==> src/hw/rtl/frm_pkg.sv <==
// frm_pkg: shared types and constants of the frame rate meter
// no dependencies; imported by frm_div and frame_rate_meter

package frm_pkg;

  // request codes of the input channel
  localparam logic REQ_FRAME = 1'b0;
  localparam logic REQ_RESET = 1'b1;

  // configuration register indexes (byte address 4*index)
  localparam int unsigned CFG_ADDR_W = 4;
  localparam logic [1:0] REG_TARGET = 2'd0;
  localparam logic [1:0] REG_FIXED_DELTA = 2'd1;
  localparam logic [1:0] REG_WARMUP = 2'd2;

  // reset values of the registers
  localparam logic [15:0] TARGET_RST = 16'd15360;
  localparam logic [19:0] FIXED_DELTA_RST = 20'd16667;
  localparam logic [7:0] WARMUP_RST = 8'd3;

  // period guard and rate conversion
  localparam logic [19:0] DELTA_MIN = 20'd100;
  localparam logic [31:0] DELTA_LIMIT = 32'd1000000;
  localparam int unsigned RATE_NUM_W = 28;
  localparam logic [RATE_NUM_W-1:0] RATE_NUM = 28'd256000000;
  localparam logic [15:0] RATE_FLOOR = 16'd256;
  localparam logic [15:0] RATE_SAT = 16'hFFFF;

  // floor(y / 5) = (y * HI_RECIP) >> HI_SHIFT, exact for y below 2^19
  localparam int unsigned HI_MUL_W = 19;
  localparam logic [HI_MUL_W-1:0] HI_RECIP = 19'd419431;
  localparam int unsigned HI_SHIFT = 21;
  localparam int unsigned HI_W = 17;

  // divisor width of the shared divider (a period or a sample count)
  localparam int unsigned DSR_W = 20;

  localparam int unsigned SAMPLES_DEF = 16;

  typedef struct packed {
    logic        req_type;
    logic [31:0] time_us;
  } frm_in_t;

  typedef struct packed {
    logic [19:0] delta_time_us;
    logic [15:0] current_fps_q8;
    logic        in_warmup;
  } frm_out_t;

  typedef struct packed {
    logic busy;
    logic done;
  } frm_div_sts_t;

endpackage

==> src/hw/rtl/frm_div.sv <==
// frm_div: restoring divider, one quotient bit per cycle
// depends on frm_pkg (frm_div_sts_t, DSR_W)

module frm_div
  import frm_pkg::*;
#(
  parameter int unsigned DVD_W = 28,
  parameter int unsigned DVS_W = DSR_W
) (
  input  logic             clk,
  input  logic             rst_n,
  input  logic             start,
  input  logic [DVD_W-1:0] dividend,
  input  logic [DVS_W-1:0] divisor,
  output frm_div_sts_t     sts,
  output logic [DVD_W-1:0] quotient
);

  localparam int unsigned CNT_W = $clog2(DVD_W + 1);

  logic             busy_r, busy_nxt;
  logic             done_r, done_nxt;
  logic [CNT_W-1:0] cnt_r, cnt_nxt;
  logic [DVD_W-1:0] quo_r, quo_nxt;
  logic [DVS_W-1:0] rem_r, rem_nxt;
  logic [DVS_W-1:0] dsr_r, dsr_nxt;

  logic [DVS_W:0]   shifted;
  logic [DVS_W:0]   diff;
  logic             ge;

  always_comb begin
    shifted = {rem_r, quo_r[DVD_W-1]};
    diff    = shifted - {1'b0, dsr_r};
    ge      = (shifted >= {1'b0, dsr_r});

    busy_nxt = busy_r;
    done_nxt = 1'b0;
    cnt_nxt  = cnt_r;
    quo_nxt  = quo_r;
    rem_nxt  = rem_r;
    dsr_nxt  = dsr_r;

    if (start) begin
      busy_nxt = 1'b1;
      cnt_nxt  = CNT_W'(DVD_W);
      quo_nxt  = dividend;
      rem_nxt  = '0;
      dsr_nxt  = divisor;
    end else if (busy_r) begin
      quo_nxt = {quo_r[DVD_W-2:0], ge};
      rem_nxt = ge ? diff[DVS_W-1:0] : shifted[DVS_W-1:0];
      cnt_nxt = cnt_r - CNT_W'(1);
      if (cnt_r == CNT_W'(1)) begin
        busy_nxt = 1'b0;
        done_nxt = 1'b1;
      end
    end
  end

  always_ff @(posedge clk) begin
    if (!rst_n) begin
      busy_r <= 1'b0;
      done_r <= 1'b0;
      cnt_r  <= '0;
    end else begin
      busy_r <= busy_nxt;
      done_r <= done_nxt;
      cnt_r  <= cnt_nxt;
    end
  end

  always_ff @(posedge clk) begin
    quo_r <= quo_nxt;
    rem_r <= rem_nxt;
    dsr_r <= dsr_nxt;
  end

  assign sts.busy = busy_r;
  assign sts.done = done_r;
  assign quotient = quo_r;

endmodule

==> src/hw/rtl/frame_rate_meter.sv <==
// frame_rate_meter: frame period and averaged frame rate meter
// depends on frm_pkg and frm_div
//
// Each input transfer is a frame-start event with a microsecond timestamp, or a
// measurement reset. Reset events and warm-up frames go straight to ST_FIN. A
// measured frame runs two divisions on one shared restoring divider, one quotient
// bit per cycle: 256e6 / period, then the sum of ring samples / sample count.
// DIV_W is 28 for SAMPLES up to 4095. A period of 100 us or less after the guard
// (only a fallback period can be) skips the first division. in_stall is high
// while an event is worked on; the result sits in an output register, so the
// next event is taken while it waits. The user must make configuration writes
// between events, to take effect on later events; the block does not enforce it.

module frame_rate_meter
  import frm_pkg::*;
#(
  parameter int unsigned SAMPLES = SAMPLES_DEF
) (
  input  logic                  clk,
  input  logic                  rst_n,
  // input channel
  input  logic                  in_valid,
  output logic                  in_stall,
  input  frm_in_t               in_data,
  // result channel
  output logic                  out_valid,
  input  logic                  out_stall,
  output frm_out_t              out_data,
  // configuration port
  input  logic                  cfg_psel,
  input  logic                  cfg_penable,
  input  logic                  cfg_pwrite,
  input  logic [CFG_ADDR_W-1:0] cfg_paddr,
  input  logic [31:0]           cfg_pwdata,
  output logic [31:0]           cfg_prdata,
  output logic                  cfg_pready
);

  localparam int unsigned SLOT_W = (SAMPLES > 1) ? $clog2(SAMPLES) : 1;
  localparam int unsigned CNT_W  = $clog2(SAMPLES + 1);
  localparam int unsigned SUM_W  = 16 + $clog2(SAMPLES + 1);
  localparam int unsigned DIV_W  = (SUM_W > RATE_NUM_W) ? SUM_W : RATE_NUM_W;

  typedef enum logic [5:0] {
    ST_IDLE = 6'b000001,
    ST_MEAS = 6'b000010,
    ST_DIVR = 6'b000100,
    ST_PUSH = 6'b001000,
    ST_DIVM = 6'b010000,
    ST_FIN  = 6'b100000
  } frm_state_t;

  // configuration registers
  logic [15:0] target_r;
  logic [19:0] fixed_delta_r;
  logic [7:0]  warmup_r;

  logic        cfg_wr;
  logic [1:0]  cfg_idx;

  // measurement state
  frm_state_t        state_r, state_nxt;
  logic [31:0]       last_time_r, last_time_nxt;
  logic [8:0]        frames_r, frames_nxt;
  logic [SLOT_W-1:0] slot_r, slot_nxt;
  logic [CNT_W-1:0]  cnt_r, cnt_nxt;
  logic [SUM_W-1:0]  sum_r, sum_nxt;
  logic [19:0]       delta_r, delta_nxt;
  logic [15:0]       rate_r, rate_nxt;
  logic              warm_r, warm_nxt;
  logic              out_valid_r, out_valid_nxt;
  frm_out_t          out_data_r, out_data_nxt;
  logic [2*HI_MUL_W-1:0] hi_prod_r, hi_prod_nxt;

  // sample ring
  logic [15:0] ring_mem [SAMPLES];
  logic [15:0] ring_rd_r;
  logic        ring_re;
  logic        ring_we;

  // divider
  logic             div_start;
  logic [DIV_W-1:0] div_dvd;
  logic [DSR_W-1:0] div_dsr;
  frm_div_sts_t     div_sts;
  logic [DIV_W-1:0] div_quo;

  // datapath helpers
  logic [8:0]        frame_cnt;
  logic [8:0]        warm_cap;
  logic [31:0]       meas_d;
  logic [19:0]       meas_delta;
  logic [20:0]       tgt_x21;
  logic [HI_MUL_W-1:0] tgt_q4;
  logic [HI_W-1:0]   rate_hi_lim;
  logic              delta_small;
  logic              ring_full;
  logic [DIV_W-1:0]  rate_lo;
  logic [DIV_W-1:0]  rate_cl;
  logic [15:0]       inst_rate;
  logic [15:0]       mean_rate;
  logic              out_load;

  frm_div #(
    .DVD_W (DIV_W),
    .DVS_W (DSR_W)
  ) u_div (
    .clk      (clk),
    .rst_n    (rst_n),
    .start    (div_start),
    .dividend (div_dvd),
    .divisor  (div_dsr),
    .sts      (div_sts),
    .quotient (div_quo)
  );

  // configuration port
  assign cfg_pready = 1'b1;
  assign cfg_idx    = cfg_paddr[3:2];
  assign cfg_wr     = cfg_psel & cfg_penable & cfg_pwrite;

  always_ff @(posedge clk) begin
    if (!rst_n) begin
      target_r      <= TARGET_RST;
      fixed_delta_r <= FIXED_DELTA_RST;
      warmup_r      <= WARMUP_RST;
    end else if (cfg_wr) begin
      unique case (cfg_idx)
        REG_TARGET:      target_r      <= cfg_pwdata[15:0];
        REG_FIXED_DELTA: fixed_delta_r <= cfg_pwdata[19:0];
        REG_WARMUP:      warmup_r      <= cfg_pwdata[7:0];
        default: ;
      endcase
    end
  end

  always_comb begin
    unique case (cfg_idx)
      REG_TARGET:      cfg_prdata = {16'b0, target_r};
      REG_FIXED_DELTA: cfg_prdata = {12'b0, fixed_delta_r};
      REG_WARMUP:      cfg_prdata = {24'b0, warmup_r};
      default:         cfg_prdata = '0;
    endcase
  end

  // frame count and period guard
  always_comb begin
    warm_cap  = {1'b0, warmup_r} + 9'd1;
    frame_cnt = (frames_r + 9'd1 > warm_cap) ? warm_cap : frames_r + 9'd1;
    meas_d    = in_data.time_us - last_time_r;
    meas_delta = (meas_d > 32'(DELTA_MIN) && meas_d < DELTA_LIMIT) ? meas_d[19:0]
                                                                  : fixed_delta_r;
  end

  // rate ceiling floor(target * 21 / 20), and instant rate clamps
  always_comb begin
    tgt_x21     = {1'b0, target_r, 4'b0} + {3'b0, target_r, 2'b0} + {5'b0, target_r};
    tgt_q4      = tgt_x21[20:2];
    hi_prod_nxt = (2*HI_MUL_W)'(tgt_q4) * (2*HI_MUL_W)'(HI_RECIP);
    rate_hi_lim = hi_prod_r[HI_SHIFT +: HI_W];

    delta_small = (delta_r <= DELTA_MIN);
    rate_lo = (div_quo < DIV_W'(RATE_FLOOR)) ? DIV_W'(RATE_FLOOR) : div_quo;
    rate_cl = (rate_lo > DIV_W'(rate_hi_lim)) ? DIV_W'(rate_hi_lim) : rate_lo;
    if (delta_small) begin
      inst_rate = target_r;
    end else if (rate_cl > DIV_W'(RATE_SAT)) begin
      inst_rate = RATE_SAT;
    end else begin
      inst_rate = rate_cl[15:0];
    end

    mean_rate = (div_quo > DIV_W'(target_r)) ? target_r : div_quo[15:0];
    ring_full = (cnt_r == CNT_W'(SAMPLES));
  end

  // sequencer
  always_comb begin
    state_nxt     = state_r;
    last_time_nxt = last_time_r;
    frames_nxt    = frames_r;
    slot_nxt      = slot_r;
    cnt_nxt       = cnt_r;
    sum_nxt       = sum_r;
    delta_nxt     = delta_r;
    rate_nxt      = rate_r;
    warm_nxt      = warm_r;
    div_start     = 1'b0;
    div_dvd       = '0;
    div_dsr       = '0;
    ring_re       = 1'b0;
    ring_we       = 1'b0;
    out_load      = 1'b0;

    unique case (state_r)
      ST_IDLE: begin
        if (in_valid) begin
          last_time_nxt = in_data.time_us;
          if (in_data.req_type == REQ_RESET) begin
            frames_nxt = '0;
            slot_nxt   = '0;
            cnt_nxt    = '0;
            sum_nxt    = '0;
            rate_nxt   = target_r;
            warm_nxt   = 1'b1;
            state_nxt  = ST_FIN;
          end else begin
            frames_nxt = frame_cnt;
            if (frame_cnt <= {1'b0, warmup_r}) begin
              delta_nxt = fixed_delta_r;
              rate_nxt  = target_r;
              warm_nxt  = 1'b1;
              state_nxt = ST_FIN;
            end else begin
              delta_nxt = meas_delta;
              warm_nxt  = 1'b0;
              state_nxt = ST_MEAS;
            end
          end
        end
      end
      ST_MEAS: begin
        ring_re = 1'b1;
        if (delta_small) begin
          state_nxt = ST_PUSH;
        end else begin
          div_start = 1'b1;
          div_dvd   = DIV_W'(RATE_NUM);
          div_dsr   = delta_r;
          state_nxt = ST_DIVR;
        end
      end
      ST_DIVR: begin
        if (div_sts.done) begin
          state_nxt = ST_PUSH;
        end
      end
      ST_PUSH: begin
        // oldest sample leaves the sum once the ring is full
        ring_we = 1'b1;
        sum_nxt = sum_r - (ring_full ? SUM_W'(ring_rd_r) : SUM_W'(0)) + SUM_W'(inst_rate);
        cnt_nxt = ring_full ? cnt_r : cnt_r + CNT_W'(1);
        slot_nxt = (slot_r == SLOT_W'(SAMPLES - 1)) ? '0 : slot_r + SLOT_W'(1);
        div_start = 1'b1;
        div_dvd   = DIV_W'(sum_nxt);
        div_dsr   = DSR_W'(cnt_nxt);
        state_nxt = ST_DIVM;
      end
      ST_DIVM: begin
        if (div_sts.done) begin
          rate_nxt  = mean_rate;
          state_nxt = ST_FIN;
        end
      end
      ST_FIN: begin
        if (!out_valid_r || !out_stall) begin
          out_load  = 1'b1;
          state_nxt = ST_IDLE;
        end
      end
      default: state_nxt = ST_IDLE;
    endcase

    out_valid_nxt = out_load | (out_valid_r & out_stall);
    out_data_nxt  = out_load ? {delta_r, rate_r, warm_r} : out_data_r;
  end

  always_ff @(posedge clk) begin
    if (!rst_n) begin
      state_r     <= ST_IDLE;
      last_time_r <= '0;
      frames_r    <= '0;
      slot_r      <= '0;
      cnt_r       <= '0;
      sum_r       <= '0;
      delta_r     <= FIXED_DELTA_RST;
      rate_r      <= TARGET_RST;
      warm_r      <= 1'b0;
      out_valid_r <= 1'b0;
    end else begin
      state_r     <= state_nxt;
      last_time_r <= last_time_nxt;
      frames_r    <= frames_nxt;
      slot_r      <= slot_nxt;
      cnt_r       <= cnt_nxt;
      sum_r       <= sum_nxt;
      delta_r     <= delta_nxt;
      rate_r      <= rate_nxt;
      warm_r      <= warm_nxt;
      out_valid_r <= out_valid_nxt;
    end
  end

  always_ff @(posedge clk) begin
    out_data_r <= out_data_nxt;
    if (state_r == ST_MEAS) begin
      hi_prod_r <= hi_prod_nxt;
    end
  end

  // sample ring, registered read of the slot about to be overwritten
  always_ff @(posedge clk) begin
    if (ring_we) begin
      ring_mem[slot_r] <= inst_rate;
    end
    if (ring_re) begin
      ring_rd_r <= ring_mem[slot_r];
    end
  end

  assign in_stall  = (state_r != ST_IDLE);
  assign out_valid = out_valid_r;
  assign out_data  = out_data_r;

  // sample count never passes the ring depth
  assert property (@(posedge clk) disable iff (!rst_n)
    cnt_r <= CNT_W'(SAMPLES))
    else $error("sample count above ring depth");

  // divider finishes only while the sequencer waits for it
  assert property (@(posedge clk) disable iff (!rst_n)
    div_sts.done |-> (state_r == ST_DIVR || state_r == ST_DIVM))
    else $error("divider result with no waiting state");

  // a new result is only loaded from the final state
  assert property (@(posedge clk) disable iff (!rst_n)
    $rose(out_valid_r) |-> $past(state_r == ST_FIN))
    else $error("result loaded outside final state");

endmodule

==> config.mk <==
export PLATFORM = sky130hd
export DESIGN_NAME = frame_rate_meter
export DESIGN_NICKNAME = d
export VERILOG_FILES = /design/src/hw/rtl/frm_pkg.sv /design/src/hw/rtl/frm_div.sv /design/src/hw/rtl/frame_rate_meter.sv
export SDC_FILE = /design/constraint.sdc
export NUM_CORES = 2
export LEC_CHECK = 0
export BUFFER_PORTS_ARGS = -buffer_cell sky130_fd_sc_hd__clkbuf_2
export CELL_PAD_IN_SITES_DETAIL_PLACEMENT = 0
export CELL_PAD_IN_SITES_GLOBAL_PLACEMENT = 2
export CORE_AREA = 2 2 314 254
export CTS_CLUSTER_SIZE = 20
export DETAILED_ROUTE_END_ITERATION = 7
export DIE_AREA = 0 0 316 256
export GPL_TIMING_DRIVEN = 0
export PLACE_DENSITY = 0.95
export REMOVE_ABC_BUFFERS = 1
export SLEW_MARGIN = 20
export SYNTH_ARGS = -nofsm -noshare
export SYNTH_HDL_FRONTEND = slang
export SYNTH_SLANG_ARGS = --single-unit
export TNS_END_PERCENT = 5
==> constraint.sdc <==
create_clock -name clk -period 15.7 [get_ports clk]
set_input_delay 2.355 -clock clk [delete_from_list [all_inputs] [get_ports clk]]
set_output_delay 2.355 -clock clk [all_outputs]
set_load 0.005 [all_outputs]
==> flow_summary.ini <==
[worst_setup_path]
crit_arrival_ns = 10.29
crit_top_cell = fa_1
crit_type = flip-flop to flip-flop
critPathMaxFanout = 8
startpoint_type = flip-flop
cp-end-kind = flip-flop
required_ns = 16.09
slowest_delay_ns = 0.67
crit_slowest_cell = dfxtp_1

[sta]
skew_ns = 0.03828
maxSlewViolCount = 0
hold_violations = 0
max_freq_mhz = 101.0
slew_headroom = 0.2660
setup_violations = 0
finalCriticalPeriod_ns = 9.902
worst_pin_slew_ns = 1.101
fin_crit_sh = 0.6307
holdWs_ns = 0.4301
tns_ns = 0
rsz0062_at_grt = no

[die]
floorplan.initialDensity = 0.4565
io-pin-count = 148
die_w_um = 316
die_area_mm2 = 0.08090
core_area_mm2 = 0.07793
std_cell_rows = 92
die_y_um = 256

[global_route]
antenna_found_initial = 2
grt_max_degree = 81
grt_overflow = 0
grt_pass1_vias = 24437
grt.total_usage = 0.2332
grt_first_pass_wirelength_um = 145000

[layout]
fill_cells = 6892
finish.instance_area_mm2 = 0.03955
final_common_cell = inv_1
area_delta_synth_final_pct = 11.18
final_cells = 4469
multi_input_area_mm2 = 0.01867
final_layout_size_suffix_gt1_frac = 0.1173
fin_nets = 3943
final_cell_mix = 423 x inv_1, 374 x edfxtp_1, 341 x nand2_1
diodes = 0
area.sequential_mm2 = 0.01497

[drt]
postRouteAntennaNets = 0
dr.pass1.iters = 5
viasPerCell = 5.558
drt_wl_total_um = 93350
wl_per_cell_um = 20.89
drc = 0
first_iter_violations = 1992
dr_total_vias = 24837

[clocking]
clk_path_buf_depth = 3
postCtsSetupRepairBufs = 0
h-tree-depth = 2
clock_latency_ns = 0.65
cts_resized = 0
cts_tree = built
ctsHoldBuffers = 0
clockRootBuffer = clkbuf_16
clkSlewWorstSetupHoldPaths_ns = 0.06
cts_buffers = 55
clock_sinks = 560

[yosys]
ys.flop_type = edfxtp_1
syn_inst = 3308
yosys.area_share.simple = 0.1163
synthXorXnorAreaFrac = 0.02378
syn_area_mm2 = 0.03558
synthDistinctLibCells = 87
synth_adder_area_share = 0.2026
ys_seq_area_frac = 0.4204
avgSynthCellArea_um2 = 10.75
ys_warn_count = 0
synth_mux_area_frac = 0.06855
synth_area_leaders = edfxtp_1 32%, ha_1 11%, dfxtp_1 10%, fa_1 9.3%, mux4_2 5.1%
synth_area_leader_cell = edfxtp_1
synth-async-reset-ratio = 0
synth_compound_area_frac = 0.1054
synth_top_family_by_area = adder cells
synth_seq_cells = 560
yosysTopAreaCellShare = 0.3157
synth_edf_count = 374

[power_and_ir_drop]
leakage_uw = 0.01641
p_per_area_mw_per_mm2 = 152.7
peakVddDrop_mv = 0.1653

[run_status]
status = complete, no violations

[placed_design]
placed_cell_area_mm2 = 0.03770
hpwl_um = 69940
dp.cells = 4366
port_buffers = 120
finalWeightedCongestion = 0.9033

[hold_path]
hold_class = flip-flop to flip-flop

[job]
cap_violations = 0
[sequential cells by signal (all words and copies together), names as in the netlist]
signal / cells
ring_rd_r: 16
u_div.rem_r: 20
u_div.quotient: 28
rate_r: 16
frames_r: 9
u_div.busy_r: 1
sum_r: 21
state_r: 6
out_valid: 1
u_div.done_r: 1
hi_prod_r: 17
out_data: 37
target_r: 16
slot_r: 4
ring_mem: 256
cnt_r: 5
delta_r: 20
u_div.cnt_r: 5
warm_r: 1
warmup_r: 8
last_time_r: 32
u_div.dsr_r: 20
fixed_delta_r: 20
[power breakdown]
part           switching [uW]  leakage, uW  total (uW)  internal [uW]
sequential               74.3      0.00479        1810           1740
clock                     594     0.000878        1340            746
combinational            1690       0.0107        2880           1190
[worst max-delay path, delay by kind of cell, from the launching register on]
family	cells	cell delay [ns]
AOI/OAI and AO/OA	17	3.55
xor gates and xnor gates	1	0.08
adders and majority gates	9	4.18
buffers and inverters	4	0.27
DFF	1	0.67
muxes	1	0.28
and+or+nand+nor	3	0.60
[cell usage after synthesis, drive strengths merged, types with 38 or more instances]
master,instances
nor2,167
mux2i,49
fa,165
clkbuf,126
ha,312
inv,425
a21o,52
nand2,342
xnor2,63
edfxtp,374
nor3,48
mux4,80
dfxtp,186
a21oi,212
nand3,71
and2,43
nand4,38
o21ai,102
[layer usage]
layer / up-vias / routed length, um / GRT usage
met1: 12146 / 43170 / 0.3438
met2: 754 / 40140 / 0.3440
met3: 126 / 7436 / 0.05186
li1: 11809 / - / -
met5: - / 13 / 0
met4: 2 / 2595 / 0.06543
[metrics by stage]
step,power (uW),setup WS (ns),utilization
6_report,6038,5.798,0.5075
5_1_grt,6505,5.145,0.5075
4_1_cts,6065,5.836,0.5071
3_5_place_dp,4706,5.895,0.4838
3_3_place_gp,4644,5.870,0.4732
2_1_floorplan,3893,7.117,-
[area by class of cell]
type                            count  area share
Timing Repair Buffer              166     0.03027
Clock buffer                       73     0.03802
Sequential cell                   560      0.3784
Clock inverter                     29    0.008067
Multi-Input combinational cell   2182      0.4720
Inverter                          425     0.04052
Tap cell                         1034     0.03271
[worst paths after layout]
| path | start | end | slack (ns) | depth (start not counted) |
|---|---|---|---|---|
| max | target_r[4]$_SDFFE_PN0P_ | hi_prod_r[37]$_DFFE_PN_ | 5.80 | 35 |
| min | rate_r[1]$_SDFFE_PN0P_ | out_data[2]$_DFFE_PP_ | 0.43 | 0 |
| max reg2reg | target_r[4]$_SDFFE_PN0P_ | hi_prod_r[37]$_DFFE_PN_ | 5.80 | 35 |
| min reg2reg | rate_r[1]$_SDFFE_PN0P_ | out_data[2]$_DFFE_PP_ | 0.43 | 0 |
[cell families (layout without fill, tap and decap cells)]
family,count (synthesis),in the layout
xor+xnor,95,95
compound gates,582,582
flops,560,560
fa+ha+maj,477,477
buf+inv,577,693
mux,142,142
other cells,2,13
simple gates,873,873
Note: power is estimated with default switching activity, not from simulation.
